## src/hw/rtl/spl_pkg.sv

```systemverilog
`default_nettype none
// ----------------------------------------------------------------------------
// spl_pkg
// Shared types and constants of the sorted priority list unit: transaction
// structs, operation and status codes, and control-state encoding.
// ----------------------------------------------------------------------------
package spl_pkg;

  localparam int VAL_W = 16;
  localparam int OCC_W = 6;

  typedef enum logic [1:0] {
    OP_INSERT   = 2'd0,
    OP_DELETE   = 2'd1,
    OP_LIST_ASC = 2'd2,
    OP_LIST_DSC = 2'd3
  } op_e_t;

  typedef enum logic [1:0] {
    ST_OK    = 2'd0,
    ST_EMPTY = 2'd1,
    ST_FULL  = 2'd2
  } status_e_t;

  typedef enum logic [2:0] {
    S_IDLE,
    S_INS,
    S_INS_HEAD,
    S_DEL,
    S_LIST,
    S_DONE
  } state_e_t;

  typedef struct packed {
    op_e_t            operation;
    logic [VAL_W-1:0] value;
  } in_t;

  typedef struct packed {
    logic [VAL_W-1:0] value_out;
    logic             last;
    status_e_t        status;
    logic [OCC_W-1:0] occupancy;
  } out_t;

endpackage
`default_nettype wire

```

## src/hw/rtl/spl_ram.sv

```systemverilog
`default_nettype none
// ----------------------------------------------------------------------------
// spl_ram
// Simple dual-port entry store: one write port, one read port with
// enable, registered read data that holds while the read port is idle.
// ----------------------------------------------------------------------------
module spl_ram #(
  parameter int DEPTH = 32,
  parameter int AW    = 5
) (
  input  wire logic                      clk,
  input  wire logic                      wr_en,
  input  wire logic [AW-1:0]             wr_addr,
  input  wire logic [spl_pkg::VAL_W-1:0] wr_data,
  input  wire logic                      rd_en,
  input  wire logic [AW-1:0]             rd_addr,
  output      logic [spl_pkg::VAL_W-1:0] rd_data
);

  logic [spl_pkg::VAL_W-1:0] mem [DEPTH];
  logic [spl_pkg::VAL_W-1:0] rd_data_r;

  always_ff @(posedge clk) begin
    if (wr_en) begin
      mem[wr_addr] <= wr_data;
    end
  end

  always_ff @(posedge clk) begin
    if (rd_en) begin
      rd_data_r <= mem[rd_addr];
    end
  end

  assign rd_data = rd_data_r;

endmodule
`default_nettype wire

```

## src/hw/rtl/sorted_insert_priority_list_unit.sv

```systemverilog
`default_nettype none
// ----------------------------------------------------------------------------
// sorted_insert_priority_list_unit
// Sequence: empty/full cases go straight to the result; insert shifts one entry
//   per cycle from the top down; list emits its results one per cycle while
//   the output is not stalled.
// Throughput: one transaction at a time; the single write port and the
//   one-result-per-cycle read stream set the rate while the output is not stalled.
// Reset: synchronous rst_n clears count, control state and output valid only.
// ----------------------------------------------------------------------------
module sorted_insert_priority_list_unit #(
  parameter int DEPTH = 32
) (
  input  wire logic            clk,
  input  wire logic            rst_n,
  input  wire logic            in_valid,
  output      logic            in_stall,
  input  wire spl_pkg::in_t    in_data,
  output      logic            out_valid,
  input  wire logic            out_stall,
  output      spl_pkg::out_t   out_data
);

  // Address width indexes the store; count width also holds DEPTH itself.
  localparam int AW = (DEPTH > 1) ? $clog2(DEPTH) : 1;
  localparam int CW = $clog2(DEPTH + 1);
  localparam int VW = spl_pkg::VAL_W;
  localparam int OW = spl_pkg::OCC_W;

  // --------------------------------------------------------------------------
  // Control and payload registers
  // --------------------------------------------------------------------------
  spl_pkg::state_e_t state_r, state_nxt;
  logic [CW-1:0]     cnt_r, cnt_nxt;        // stored entry count
  logic [AW-1:0]     idx_r, idx_nxt;        // entry whose data the store returns
  logic [CW-1:0]     rem_r, rem_nxt;        // list results still to emit
  logic              asc_r, asc_nxt;        // list direction
  logic [VW-1:0]     val_r, val_nxt;        // value being inserted
  logic [VW-1:0]     res_val_r, res_val_nxt;
  spl_pkg::status_e_t res_st_r, res_st_nxt;
  logic              out_valid_r, out_valid_nxt;
  spl_pkg::out_t     out_data_r, out_data_nxt;

  // Store port signals
  logic          wr_en;
  logic [AW-1:0] wr_addr;
  logic [VW-1:0] wr_data;
  logic          rd_en;
  logic [AW-1:0] rd_addr;
  logic [VW-1:0] rd_data;

  logic          in_take;
  logic          out_free;
  logic [CW-1:0] cnt_dec;
  logic [AW-1:0] top_idx;
  logic [OW-1:0] occ_now;
  logic [OW-1:0] occ_nxt;
  logic [CW+OW-1:0] occ_ext_now;
  logic [CW+OW-1:0] occ_ext_nxt;

  spl_ram #(
    .DEPTH (DEPTH),
    .AW    (AW)
  ) u_ram (
    .clk     (clk),
    .wr_en   (wr_en),
    .wr_addr (wr_addr),
    .wr_data (wr_data),
    .rd_en   (rd_en),
    .rd_addr (rd_addr),
    .rd_data (rd_data)
  );

  // Accept only while idle; the output register decouples the result side,
  // so a waiting result does not hold off the next transaction.
  assign in_stall  = (state_r != spl_pkg::S_IDLE);
  assign in_take   = in_valid && !in_stall;
  assign out_free  = !out_valid_r || !out_stall;
  assign out_valid = out_valid_r;
  assign out_data  = out_data_r;

  // Index of the topmost stored entry (meaningful when count is nonzero).
  assign cnt_dec = cnt_r - CW'(1);
  assign top_idx = cnt_dec[AW-1:0];

  // Occupancy is the count masked to the field width.
  assign occ_ext_now = {{OW{1'b0}}, cnt_r};
  assign occ_ext_nxt = {{OW{1'b0}}, cnt_nxt};
  assign occ_now     = occ_ext_now[OW-1:0];
  assign occ_nxt     = occ_ext_nxt[OW-1:0];

  // --------------------------------------------------------------------------
  // State register
  // --------------------------------------------------------------------------
  always_ff @(posedge clk) begin
    if (!rst_n) begin
      state_r     <= spl_pkg::S_IDLE;
      cnt_r       <= '0;
      out_valid_r <= 1'b0;
    end else begin
      state_r     <= state_nxt;
      cnt_r       <= cnt_nxt;
      out_valid_r <= out_valid_nxt;
    end
  end

  always_ff @(posedge clk) begin
    idx_r      <= idx_nxt;
    rem_r      <= rem_nxt;
    asc_r      <= asc_nxt;
    val_r      <= val_nxt;
    res_val_r  <= res_val_nxt;
    res_st_r   <= res_st_nxt;
    out_data_r <= out_data_nxt;
  end

  // --------------------------------------------------------------------------
  // Next state and store accesses
  // --------------------------------------------------------------------------
  always_comb begin
    state_nxt     = state_r;
    cnt_nxt       = cnt_r;
    idx_nxt       = idx_r;
    rem_nxt       = rem_r;
    asc_nxt       = asc_r;
    val_nxt       = val_r;
    res_val_nxt   = res_val_r;
    res_st_nxt    = res_st_r;
    out_valid_nxt = out_valid_r && out_stall;
    out_data_nxt  = out_data_r;
    wr_en         = 1'b0;
    wr_addr       = '0;
    wr_data       = val_r;
    rd_en         = 1'b0;
    rd_addr       = top_idx;

    case (state_r)
      spl_pkg::S_IDLE: begin
        if (in_take) begin
          val_nxt     = in_data.value;
          res_val_nxt = '0;
          res_st_nxt  = spl_pkg::ST_OK;
          case (in_data.operation)
            spl_pkg::OP_INSERT: begin
              if (cnt_r == CW'(DEPTH)) begin
                // Drop the value and flag full.
                res_st_nxt = spl_pkg::ST_FULL;
                state_nxt  = spl_pkg::S_DONE;
              end else if (cnt_r == '0) begin
                wr_en     = 1'b1;
                wr_addr   = '0;
                wr_data   = in_data.value;
                cnt_nxt   = CW'(1);
                state_nxt = spl_pkg::S_DONE;
              end else begin
                // Walk down from the top entry, shifting up while >= value.
                rd_en     = 1'b1;
                rd_addr   = top_idx;
                idx_nxt   = top_idx;
                state_nxt = spl_pkg::S_INS;
              end
            end
            spl_pkg::OP_DELETE: begin
              if (cnt_r == '0) begin
                res_st_nxt = spl_pkg::ST_EMPTY;
                state_nxt  = spl_pkg::S_DONE;
              end else begin
                rd_en     = 1'b1;
                rd_addr   = top_idx;
                state_nxt = spl_pkg::S_DEL;
              end
            end
            spl_pkg::OP_LIST_ASC, spl_pkg::OP_LIST_DSC: begin
              asc_nxt = (in_data.operation == spl_pkg::OP_LIST_ASC);
              if (cnt_r == '0) begin
                res_st_nxt = spl_pkg::ST_EMPTY;
                state_nxt  = spl_pkg::S_DONE;
              end else begin
                idx_nxt   = asc_nxt ? '0 : top_idx;
                rd_en     = 1'b1;
                rd_addr   = idx_nxt;
                rem_nxt   = cnt_r;
                state_nxt = spl_pkg::S_LIST;
              end
            end
            default: begin
              state_nxt = spl_pkg::S_IDLE;
            end
          endcase
        end
      end

      spl_pkg::S_INS: begin
        // rd_data holds entry idx_r; the write goes one slot higher, the next
        // read one slot lower, so the two ports never meet on one entry.
        wr_en   = 1'b1;
        wr_addr = idx_r + AW'(1);
        if (rd_data >= val_r) begin
          wr_data = rd_data;
          if (idx_r == '0) begin
            state_nxt = spl_pkg::S_INS_HEAD;
          end else begin
            rd_en   = 1'b1;
            rd_addr = idx_r - AW'(1);
            idx_nxt = idx_r - AW'(1);
          end
        end else begin
          wr_data   = val_r;
          cnt_nxt   = cnt_r + CW'(1);
          state_nxt = spl_pkg::S_DONE;
        end
      end

      spl_pkg::S_INS_HEAD: begin
        // Every stored entry was >= value: place it at the head.
        wr_en     = 1'b1;
        wr_addr   = '0;
        wr_data   = val_r;
        cnt_nxt   = cnt_r + CW'(1);
        state_nxt = spl_pkg::S_DONE;
      end

      spl_pkg::S_DEL: begin
        res_val_nxt = rd_data;
        cnt_nxt     = cnt_dec;
        state_nxt   = spl_pkg::S_DONE;
      end

      spl_pkg::S_LIST: begin
        // rd_data holds until the next read, so a stalled output just waits.
        if (out_free) begin
          out_valid_nxt          = 1'b1;
          out_data_nxt.value_out = rd_data;
          out_data_nxt.last      = (rem_r == CW'(1));
          out_data_nxt.status    = spl_pkg::ST_OK;
          out_data_nxt.occupancy = occ_now;
          if (rem_r == CW'(1)) begin
            state_nxt = spl_pkg::S_IDLE;
          end else begin
            idx_nxt = asc_r ? (idx_r + AW'(1)) : (idx_r - AW'(1));
            rd_en   = 1'b1;
            rd_addr = idx_nxt;
            rem_nxt = rem_r - CW'(1);
          end
        end
      end

      spl_pkg::S_DONE: begin
        // Single closing result for insert, delete and empty list.
        if (out_free) begin
          out_valid_nxt          = 1'b1;
          out_data_nxt.value_out = res_val_r;
          out_data_nxt.last      = 1'b1;
          out_data_nxt.status    = res_st_r;
          out_data_nxt.occupancy = occ_nxt;
          state_nxt              = spl_pkg::S_IDLE;
        end
      end

      default: begin
        state_nxt = spl_pkg::S_IDLE;
      end
    endcase
  end

endmodule
`default_nettype wire

```

## config.mk

```make
export PLATFORM = sky130hd
export DESIGN_NAME = sorted_insert_priority_list_unit
export DESIGN_NICKNAME = d
export VERILOG_FILES = /design/src/hw/rtl/spl_pkg.sv /design/src/hw/rtl/spl_ram.sv /design/src/hw/rtl/sorted_insert_priority_list_unit.sv
export SDC_FILE = /design/constraint.sdc
export NUM_CORES = 1
export LEC_CHECK = 0
export BUFFER_PORTS_ARGS = -buffer_cell sky130_fd_sc_hd__buf_2
export CAP_MARGIN = 20
export CORE_MARGIN = 5
export CORE_UTILIZATION = 50
export CTS_CLUSTER_SIZE = 28
export DETAILED_ROUTE_END_ITERATION = 16
export GPL_ROUTABILITY_DRIVEN = 0
export PLACE_DENSITY = 0.66
export SETUP_SLACK_MARGIN = 0.3
export SYNTH_ARGS = -nofsm -noshare
export SYNTH_HDL_FRONTEND = slang
export SYNTH_SLANG_ARGS = --single-unit
```

## constraint.sdc

```tcl
create_clock -name clk -period 7.6 [get_ports clk]
set_clock_uncertainty 0.1 [all_clocks]
set_input_delay 1.9 -clock clk [delete_from_list [all_inputs] [get_ports clk]]
set_output_delay 1.9 -clock clk [all_outputs]
set_load 0.02 [all_outputs]
```

==> metrics.md <==
| Metric | Value |
|---|---|
| EDFF count, synth | 599 |
| Share of the yosys chip area belonging to registers | 71.04% |
| RR Endpoint | u_ram.rd_data[7] |
| Worst Hold End | out_data[13] |
| Syn Std Cell Area | 0.02560 mm^2 |
| Post-Syn Nets | 1,792 |
| Sinks on Clock Net | 609 |
| Root buffer cell | clkbuf_16 |
| Routed wire per std cell | 25.47 um |
| GR Util met1 | 31.47% |
| Chip Width | 236.3 um |
| Largest net degree at the start of global routing | 70 |
| Diodes inserted | 0 |
| # port buffers | 48 |
| Routed Wire Length | 64.34 mm |
| Period utilization | 74.53% |
| Hold buffers post-CTS | 0 |
| Detailed Place HPWL | 38.42 mm |
| FP Rows | 83 |
| Vias after detailed routing | 15.57k |
| # nets final | 1,838 |
| Yosys top cell by area | edfxtp_1 |
| FF+latch count, synth | 609 |
| Post-Syn Instances | 1,747 |
| Slew @ Worst Pin | 1.098 ns |
| Hold depth | 1 |
| Worst R2R Start | state_r[2] |
| Hold Crit Class | reg -> reg |
| Max-Cap Viols | 0 |
| Final setup fails | 0 |
| Worst slew margin | 26.73% |
| Synth warnings | 0 |
| Worst Reg-to-Reg Cells | 10 |
| Fraction of registers with async set or reset after synthesis | 0% |
| Unrepaired setup endpoints after global routing | false |
| Hold_sp | res_val_r[4] |
| Top cell type's share of synthesized area | 70.25% |
| Post-DR vias/cell | 6.165 |
| CTS tree | built |
| Starting density of the core | 50.21% |
| CP startpoint kind | register |
| Top cells by area, synth | edfxtp_1 (70%), a211oi_1 (5.2%), mux2i_1 (3.8%), nand2_1 (2.0%), and3_1 (1.7%) |
| Crit. End Element | register |
| CP arrival | 5.93 ns |
| FF-to-FF setup slack | 1.94 ns |
| Grt met2 use | 35.01% |
| Post-route antenna net violation count | 0 |
| FILL cells | 3,971 |
| Drt initial violations | 1,950 |
| Die area | 0.05583 mm^2 |
| Worst-skew pair later-pin latency | 0.64 ns |
| # IOs | 49 |
| Total track usage | 22.48% |
| Num CTS Buffers | 61 |
| Vias in the first global route | 15.07k |
| GR Util met3 | 3.788% |
| Initial antenna violation count | 2 |
| Die Ht | 236.3 um |
| Worst EP required | 7.87 ns |
| Worst-path clk slew | 0.06 ns |
| Synth cell types | 63 |
| Total grt overflow | 0 |
| Post-CTS setup buffers | 0 |
| Top Usage Layer GRT | met2 |
| DRC | 0 |
| FF+latch area | 0.01819 mm^2 |
| # resized after CTS | 0 |
| Crit-path max FO | 31 |
| Minimum clock period | 5.664 ns |
| Footprint of the multi-input gates | 0.006770 mm^2 |
| DR pass1 iterations | 7 |
| Main synth FF type | edfxtp_1 |
| Setup TNS | 0 ns |
| Global-route wire length before repair | 96.21 mm |
| Final Hold Fails | 0 |
| Fmax | 176.5 MHz |
| Clock Tree Buf Depth | 3 |
| Status | finished, final reports clean |
| Post-Syn Area per Cell | 14.66 um^2 |
| Area Growth Syn to Fin | 12.10% |
| Core area | 0.05099 mm^2 |
| Layout cells sized above 1 | 13.33% |
| Critical path class | reg -> reg |
| H-tree depth | 2 |
| Final Slew Violations | 0 |
-- registers in the layout (all words and copies together) (netlist names) --
name           cells
val_r             16
res_st_r           2
out_valid          1
cnt_r              6
u_ram.mem        512
idx_r              5
asc_r              1
out_data          25
state_r            3
u_ram.rd_data     16
rem_r              6
res_val_r         16
-- Yosys cell counts, drive strengths merged, types with 23 or more instances --
| cell type | count |
|---|---|
| a211oi | 188 |
| a21oi | 60 |
| and2 | 52 |
| and3 | 70 |
| buf | 47 |
| clkbuf | 75 |
| edfxtp | 599 |
| ha | 23 |
| inv | 46 |
| mux2i | 96 |
| nand2 | 139 |
| nand3 | 31 |
| nor2 | 63 |
| or4 | 30 |
-- per-stage QoR --
stage	worst slack, ns	utilization [%]	hold slack [ns]	cell area, um^2	std cells
CTS	2.053	56.00	0.4486	28550	2520
floorplan	2.552	-	0.4248	25600	1747
detailed placement	1.551	52.24	0.4336	26640	2404
global route	1.694	56.29	0.4598	28700	2526
global placement	1.628	52.17	0.4297	26600	2402
finish	1.936	56.29	0.4475	28700	2526
-- layer usage --
| layer | wire [um] | up-vias |
|---|---|---|
| li1 | - | 6920 |
| met1 | 26450 | 7784 |
| met2 | 29820 | 741 |
| met3 | 4905 | 127 |
| met4 | 3157 | 2 |
| met5 | 13 | - |
-- final cells by class --
class	count	area share (%)
clock buffer	79	5.658
sequential	609	63.37
inverter	46	0.6016
tap	680	2.964
timing repair buffer	105	2.803
clock inverter	37	1.016
multi-input combinational	970	23.59
-- worst max-delay path by stage --
stage | cells after the start | slack, ns | to | from
5_1_grt | 9 | 1.69 | u_ram.rd_data[12] | state_r[2]
4_1_cts | 10 | 2.05 | u_ram.rd_data[7] | state_r[2]
3_5_place_dp | 14 | 1.55 | u_ram.rd_data[8] | in_valid
6_report | 10 | 1.94 | u_ram.rd_data[7] | state_r[2]
3_3_place_gp | 14 | 1.63 | u_ram.rd_data[8] | in_valid
2_1_floorplan | 14 | 2.55 | u_ram.rd_data[10] | in_valid
-- worst max-delay path: stages, from the launching register on --
cell and delay (ns):
dfxtp_1 0.84, nor3b_2 0.91, o211ai_1 0.35, o21ai_0 0.27, a31o_2 0.22, and2_4 0.58
buf_4 0.35, mux2i_1 0.56, a211oi_1 0.17, or4_1 0.51, or4_1 0.49
-- placed cells by master (no fill, tap or decap), drive strengths merged, types with 20 or more instances in the layout --
master / count
a31oi: 20
inv: 47
nand2: 139
nor2: 63
buf: 105
o211a: 20
mux2i: 96
a21oi: 60
and3: 70
clkbuf: 79
ha: 23
clkinv: 33
a211oi: 188
or4: 30
and2: 52
nand3: 31
edfxtp: 599
-- cells by family (layout without fill, tap and decap cells) --
family                   count (synthesis)  in the layout  share of synthesized area (%)
multiplexers                           112            112                          4.457
AO/OA/AOI/OAI                          384            384                          11.28
flip-flops                             609            609                          71.04
adder cells (fa/ha/maj)                 23             23                          1.124
AND/OR/NAND/NOR                        433            433                          8.645
XOR/XNOR                                18             18                         0.6157
buffers and inverters                  168            267                          2.839
Power is not shown: default switching activity piles up to over one toggle a cycle in this logic, so the estimate is an artifact.
